===== config.mk =====
export PLATFORM = sky130hd
export DESIGN_NAME = rx_byte_ring_with_packet_count
export DESIGN_NICKNAME = d
export VERILOG_FILES = /design/src/design/rbr_pkg.sv /design/src/design/rx_byte_ring_with_packet_count.sv /design/src/design/rbr_ram.sv
export SDC_FILE = /design/constraint.sdc
export NUM_CORES = 1
export LEC_CHECK = 0
export BUFFER_PORTS_ARGS = -buffer_cell sky130_fd_sc_hd__buf_4
export CAP_MARGIN = 0
export CELL_PAD_IN_SITES_DETAIL_PLACEMENT = 1
export CELL_PAD_IN_SITES_GLOBAL_PLACEMENT = 1
export CORE_MARGIN = 3
export CORE_UTILIZATION = 29
export CTS_CLUSTER_DIAMETER = 30
export DETAILED_ROUTE_END_ITERATION = 6
export PLACE_DENSITY_LB_ADDON = 0.1
export SYNTH_ARGS = -nofsm -noshare
export SYNTH_HDL_FRONTEND = slang
export SYNTH_SLANG_ARGS = --single-unit

===== constraint.sdc =====
create_clock -name clk_i -period 2.9 [get_ports clk_i]
set_input_delay 0.145 -clock clk_i [delete_from_list [all_inputs] [get_ports clk_i]]
set_output_delay 0.145 -clock clk_i [all_outputs]
set_load 0.01 [all_outputs]

===== src/design/rbr_pkg.sv =====
// Shared types and constants for the receive byte ring with packet count.
package rbr_pkg;

  // Default ring depth in bytes
  localparam int unsigned CAPACITY_BYTES = 64;

  // Field widths of the transaction payloads
  localparam int unsigned MODE_W  = 2;
  localparam int unsigned BYTE_W  = 8;
  localparam int unsigned STAT_W  = 2;
  localparam int unsigned LEVEL_W = 7;

  // Request codes
  localparam logic [MODE_W-1:0] MODE_PUT = 2'd0;
  localparam logic [MODE_W-1:0] MODE_POP = 2'd1;
  localparam logic [MODE_W-1:0] MODE_PKT = 2'd2;

  // Result status codes
  localparam logic [STAT_W-1:0] STAT_OK    = 2'd0;
  localparam logic [STAT_W-1:0] STAT_EMPTY = 2'd1;
  localparam logic [STAT_W-1:0] STAT_NOPKT = 2'd2;

  typedef struct packed {
    logic [MODE_W-1:0] mode;
    logic [BYTE_W-1:0] data_byte;
  } item_t;

  typedef struct packed {
    logic [BYTE_W-1:0]  out_byte;
    logic [STAT_W-1:0]  status;
    logic               last;
    logic [LEVEL_W-1:0] packet_length;
    logic [LEVEL_W-1:0] fill_level;
    logic [LEVEL_W-1:0] packets_waiting;
  } result_t;

endpackage


===== src/design/rx_byte_ring_with_packet_count.sv =====
// Receive byte ring for zero-delimited packets: put, byte pop and packet pop.
// Put: no result; a new transaction may start in the next cycle.
// Empty or no-packet pop: result strobed in the cycle after acceptance, no busy.
// Byte pop: busy one cycle for the RAM read, then the result is strobed from the result register.
// Packet pop of n bytes: n results on consecutive cycles after the RAM read, busy while
// streaming; one byte per cycle from the registered RAM read. Reset clears pointers
// and counters at once; stored bytes need no clearing since only written entries are read.
module rx_byte_ring_with_packet_count #(
  parameter int unsigned CAP = rbr_pkg::CAPACITY_BYTES
) (
  input  logic            clk_i,
  input  logic            rst_ni,
  input  logic            start,
  input  rbr_pkg::item_t  item_i,
  output logic            busy,
  output logic            strobe_o,
  output rbr_pkg::result_t result_o
);
  import rbr_pkg::*;

  localparam int unsigned PTR_W = $clog2(CAP);
  localparam int unsigned CNT_W = $clog2(CAP + 1);
  localparam logic [PTR_W-1:0] PTR_MAX = PTR_W'(CAP - 1);
  localparam logic [CNT_W-1:0] CNT_MAX = CNT_W'(CAP);

  typedef enum logic [2:0] {
    ST_IDLE   = 3'b001,
    ST_POP    = 3'b010,
    ST_STREAM = 3'b100
  } state_e;

  state_e           state_q, state_d;
  logic [PTR_W-1:0] rp_q, rp_d, wp_q, wp_d, rp_inc, wp_inc;
  logic [CNT_W-1:0] bc_q, bc_d, pc_q, pc_d, len_q, len_d, bc_dec;
  logic             strobe_q, strobe_d;
  result_t          res_q, res_d;
  logic             accept, we;
  logic [PTR_W-1:0] raddr;
  logic [BYTE_W-1:0] rdata;

  assign accept = start && (state_q == ST_IDLE);
  assign rp_inc = (rp_q == PTR_MAX) ? '0 : rp_q + 1'b1;
  assign wp_inc = (wp_q == PTR_MAX) ? '0 : wp_q + 1'b1;
  assign bc_dec = bc_q - 1'b1;

  // Read ahead at the next pointer while streaming
  assign raddr = (state_q == ST_STREAM) ? rp_inc : rp_q;
  assign we    = accept && (item_i.mode == MODE_PUT);

  rbr_ram #(
    .WIDTH(BYTE_W),
    .DEPTH(CAP)
  ) u_ram (
    .clk_i  (clk_i),
    .we_i   (we),
    .waddr_i(wp_q),
    .wdata_i(item_i.data_byte),
    .raddr_i(raddr),
    .rdata_o(rdata)
  );

  // Sequence requests and build results
  always_comb begin
    state_d  = state_q;
    rp_d     = rp_q;
    wp_d     = wp_q;
    bc_d     = bc_q;
    pc_d     = pc_q;
    len_d    = len_q;
    strobe_d = 1'b0;
    res_d    = res_q;
    res_d.out_byte      = '0;
    res_d.status        = STAT_OK;
    res_d.last          = 1'b1;
    res_d.packet_length = '0;
    case (state_q)
      ST_IDLE: begin
        if (accept) begin
          case (item_i.mode)
            MODE_PUT: begin
              if ((item_i.data_byte == '0) && (pc_q != CNT_MAX)) begin
                pc_d = pc_q + 1'b1;
              end
              wp_d = wp_inc;
              if (bc_q == CNT_MAX) begin
                rp_d = rp_inc;
              end else begin
                bc_d = bc_q + 1'b1;
              end
            end
            MODE_POP: begin
              if (bc_q == '0) begin
                strobe_d     = 1'b1;
                res_d.status = STAT_EMPTY;
              end else begin
                state_d = ST_POP;
              end
            end
            MODE_PKT: begin
              if (pc_q == '0) begin
                strobe_d     = 1'b1;
                res_d.status = STAT_NOPKT;
              end else begin
                pc_d = pc_q - 1'b1;
                if (bc_q == '0) begin
                  strobe_d     = 1'b1;
                  res_d.status = STAT_EMPTY;
                end else begin
                  len_d   = '0;
                  state_d = ST_STREAM;
                end
              end
            end
            default: begin
            end
          endcase
        end
      end
      ST_POP: begin
        strobe_d       = 1'b1;
        res_d.out_byte = rdata;
        rp_d           = rp_inc;
        bc_d           = bc_dec;
        state_d        = ST_IDLE;
      end
      ST_STREAM: begin
        strobe_d = 1'b1;
        rp_d     = rp_inc;
        bc_d     = bc_dec;
        if (rdata == '0) begin
          res_d.packet_length = LEVEL_W'(len_q);
          state_d             = ST_IDLE;
        end else if (bc_dec == '0) begin
          res_d.out_byte      = rdata;
          res_d.status        = STAT_EMPTY;
          res_d.packet_length = LEVEL_W'(len_q + 1'b1);
          state_d             = ST_IDLE;
        end else begin
          res_d.out_byte = rdata;
          res_d.last     = 1'b0;
          len_d          = len_q + 1'b1;
        end
      end
      default: begin
        state_d = ST_IDLE;
      end
    endcase
    res_d.fill_level      = LEVEL_W'(bc_d);
    res_d.packets_waiting = LEVEL_W'(pc_d);
  end

  // Control state
  always_ff @(posedge clk_i or negedge rst_ni) begin
    if (!rst_ni) begin
      state_q  <= ST_IDLE;
      rp_q     <= '0;
      wp_q     <= '0;
      bc_q     <= '0;
      pc_q     <= '0;
      strobe_q <= 1'b0;
    end else begin
      state_q  <= state_d;
      rp_q     <= rp_d;
      wp_q     <= wp_d;
      bc_q     <= bc_d;
      pc_q     <= pc_d;
      strobe_q <= strobe_d;
    end
  end

  // Payload registers
  always_ff @(posedge clk_i) begin
    len_q <= len_d;
    res_q <= res_d;
  end

  assign busy     = (state_q != ST_IDLE);
  assign strobe_o = strobe_q;
  assign result_o = res_q;

endmodule


===== src/design/rbr_ram.sv =====
// Generic single-port-write, single-port-read RAM with registered read data.
module rbr_ram #(
  parameter int unsigned WIDTH = 8,
  parameter int unsigned DEPTH = 64
) (
  input  logic                     clk_i,
  input  logic                     we_i,
  input  logic [$clog2(DEPTH)-1:0] waddr_i,
  input  logic [WIDTH-1:0]         wdata_i,
  input  logic [$clog2(DEPTH)-1:0] raddr_i,
  output logic [WIDTH-1:0]         rdata_o
);

  logic [WIDTH-1:0] mem_q [DEPTH];

  // Write port
  always_ff @(posedge clk_i) begin
    if (we_i) begin
      mem_q[waddr_i] <= wdata_i;
    end
  end

  // Registered read port
  always_ff @(posedge clk_i) begin
    rdata_o <= mem_q[raddr_i];
  end

endmodule


==> impl_metrics.csv <==
group,metric,value,unit
die,start_util,29.5,%
cts,cts_tree,"built",
timing,setup_viol,0,
yosys,synth_mux_area_share,8.22,%
layout,finalInstanceArea,32800,um2
route,ant_nets,0,
critical_path,crit_path_top_delay_cell,"a221oi_1",
power_and_ir_drop,p_int,25.6,mW
layout,synthToLayoutAreaGrowth,37.4,%
route,drc,0,
power_and_ir_drop,power_frac_clock,46.0,%
yosys,synth_cells,1504,
timing,finalHoldViolCount,0,
critical_path,arrival,3.38,ns
yosys,yosys.area_share.simple,7.18,%
cts,clk_pin_slew,0.05,ns
die,ios,47,
power_and_ir_drop,p_sw,11.1,mW
cts,cts_root_buffer,"clkbuf_16",
power_and_ir_drop,pwr-share-comb,26.6,%
yosys,synth_area_per_cell,15.9,um2
route,post_drt_wl_per_cell,26.1,um
yosys,synth_edf_count,519,
power_and_ir_drop,swShare,30.3,%
yosys,synth_seq_area_share,71.8,%
layout,final_layout_size_suffix_gt1_share,33.7,%
yosys,synthFlopType,"edfxtp_1",
layout,final_cell_mix,"519 x edfxtp_1, 245 x buf_4, 161 x clkbuf_16",
power_and_ir_drop,p_per_area,1120,nW/um2
cts,clk_latency,0.71,ns
power_and_ir_drop,pwr-share-seq,27.4,%
yosys,synth_area_leaders,"edfxtp_1 65%, mux4_2 7.9%, dfxtp_1 3.4%",
yosys,yosys_warnings,0,
cts,htreeDepth,4,
timing,maxSlewViolCount,0,
placed_design,hpwl,50.4,mm
power_and_ir_drop,ir_worst_vdd,0.487,mV
placed_design,place.gp.congestion,0.767,
timing,max_freq,353,MHz
global_routing,grt_max_degree,65,
yosys,synthAdderAreaFrac,0.681,%
route,drt_iter0_drc,1132,
route,wl,79.6,mm
yosys,synth_xor_area_share,0.624,%
layout,layout_commonest_cell,"edfxtp_1",
die,die_w,293,um
power_and_ir_drop,p_leak,11.6,nW
die,core.rowCount,104,
die,die_h,293,um
yosys,yosysTopAreaCellShare,65.3,%
job,cap_violations,0,
cts,cts.sinks,589,
route,via_per_inst,5.06,
placed_design,io_buffer_count,46,
critical_path,worstSetupPathType,"flop to flop",
timing,rsz0062_at_grt,"true",
run_status,status,"finished, final reports clean",
global_routing,grt_pass1_vias,16716,
timing,finalCriticalPeriod,2.83,ns
global_routing,overflow,0,
cts,clock_tree.buffer_depth,3,
timing,worstMarginPinSlew,0.910,ns
yosys,synth_compound_area_share,8.85,%
critical_path,crit_chain,"or3b_4 > buf_4 > a21o_4 > buf_4 > a221oi_1 > o22ai_1 > nand4_1 > a22o_1 > a211oi_2",
placed_design,dpl-instance-area,27100,um2
timing,min_period_over_period,97.5,%
critical_path,cp-end-kind,"flop",
yosys,synth_top_family_by_area,"compound AO/OA/AOI/OAI gates",
yosys,ys_ff_latch,589,
timing,finalSetupTns,0,ns
timing,relSlewSlack,39.3,%
route,firstDrtPassIters,5,
critical_path,max_stage_delay,0.50,ns
yosys,syn_area,23900,um2
critical_path,critPathRequiredTime,3.46,ns
hold_path,hold_path.class,"input pin to flop",
critical_path,critPathBufInv,2,
layout,fin_nets,1881,
yosys,syn_nets,1530,
critical_path,cpLargestDelayFamily,"compound AO/OA/AOI/OAI gates",
critical_path,critPathMaxFanout,16,
yosys,ys_types,70,
yosys,async_flop_share,5.09,%
critical_path,startpoint_type,"flop",
die,die-area,85800,um2
route,vias,15416,
global_routing,grt_pass1_wl,116,mm
yosys,synth_top_area_cell,"edfxtp_1",
die,coreArea,81100,um2
timing,finalClockSkew,0.0324,ns
global_routing,antenna_found_initial,5,
critical_path,crit_top_cell,"buf_4",
layout,fillers,8076,
global_routing,grt_usage,18.7,%
cts,cts_buffers,156,
## Yosys cell counts, types with 12 or more instances
cell	count
a2111oi_0	20
a211oi_1	54
a21oi_1	29
a221oi_1	37
a22oi_1	31
a31oi_1	13
and2_1	13
and3_1	22
buf_2	30
clkbuf_1	46
dfrtp_1	29
dfxtp_1	40
edfxtp_1	519
ha_1	13
inv_1	52
mux4_2	84
nand2_1	101
nand3_1	45
nand4_1	12
nor2_1	112
o21ai_0	28
o22ai_1	26
xnor2_1	13
## registers in the layout, summed over array words and instances, names as in the netlist
register / cells
strobe_o: 1
u_ram.mem_q: 512
rp_q: 6
bc_q: 7
len_q: 7
state_q: 3
wp_q: 6
pc_q: 7
result_o: 32
u_ram.rdata_o: 8
## repair_timing
action / in CTS / in global routing
gates resized for setup: 23 / 45
setup endpoints to repair: 8 / 21
hold buffers: 5 / 0
cloned: 1 / 0
pin swaps: 4 / 12
hold endpoints to repair: 36 / 0
buffers inserted: 11 / 1
## worst reg2reg max path, delay by kind of cell (launching register included)
kind                   cells  cell delay (ns)
buffers and inverters      2             0.43
and+or+nand+nor            2             0.68
DFF                        1             0.40
AOI/OAI and AO/OA          5             1.19
## final timing paths
path,startpoint,end,slack (ns),cells after the start
worst max register to register,state_q[1],u_ram.rdata_o[0],0.07,9
worst min register to register,u_ram.rdata_o[0],result_o[24],0.54,1
worst min-delay path,item_i[9],result_o[22],0.07,5
worst max-delay path,state_q[1],u_ram.rdata_o[0],0.07,9
max in group asynchronous,rst_ni,bc_q[5],2.13,4
min in group asynchronous,rst_ni,pc_q[2],0.55,4
## cells by family after synthesis
| family | count (synthesis) |
|---|---|
| compound gates | 289 |
| fa+ha+maj | 13 |
| simple gates | 361 |
| flops | 589 |
| buf+inv | 144 |
| mux | 91 |
| xor+xnor | 17 |
## area by class of cell
class                      count  area, um2  share of cell area (%)
antenna                        2       5.00                  0.0153
clock buffer                 193       4220                    12.9
clock inverter                95       1020                    3.10
inverter                      52        195                   0.595
multi-input combinational    772       6380                    19.5
sequential                   589      17100                    52.2
tap                         1060       1330                    4.04
timing repair buffer         284       2530                    7.71
## metal layers
layer  vias up  track usage (%)  routed length (um)
met5         -                0                   0
met4         0             6.20                1890
met3       131             3.64                3840
met2       438             30.3               37700
met1      8054             25.2               36200
li1       6793                -                   -
## power groups by stage
| stage | Combinational, mW | Sequential [mW] | Clock, mW |
|---|---|---|---|
| floorplan | 4.76 | 10.0 | 0 |
| global placement | 9.26 | 10.2 | 0 |
| detailed placement | 9.32 | 10.2 | 0 |
| CTS | 9.68 | 10.0 | 17.2 |
| global route | 10.4 | 10.1 | 17.7 |
| finish | 9.76 | 10.0 | 16.9 |
## through the flow
step / util, % / hold WS (ns) / power (mW) / setup slack [ns] / instances
after floorplan: - / -0.151 / 14.8 / 0.0945 / 1504
after global placement: 33.5 / 0.135 / 19.4 / -0.334 / 2740
after detailed placement: 33.5 / 0.136 / 19.5 / -0.326 / 2740
after CTS: 40.3 / 0.0292 / 36.9 / -0.0219 / 3045
after global routing: 40.5 / 0.0685 / 38.2 / -0.0520 / 3047
final: 40.5 / 0.0657 / 36.7 / 0.0711 / 3047
No activity file was read; power rests on OpenSTA's default activity.
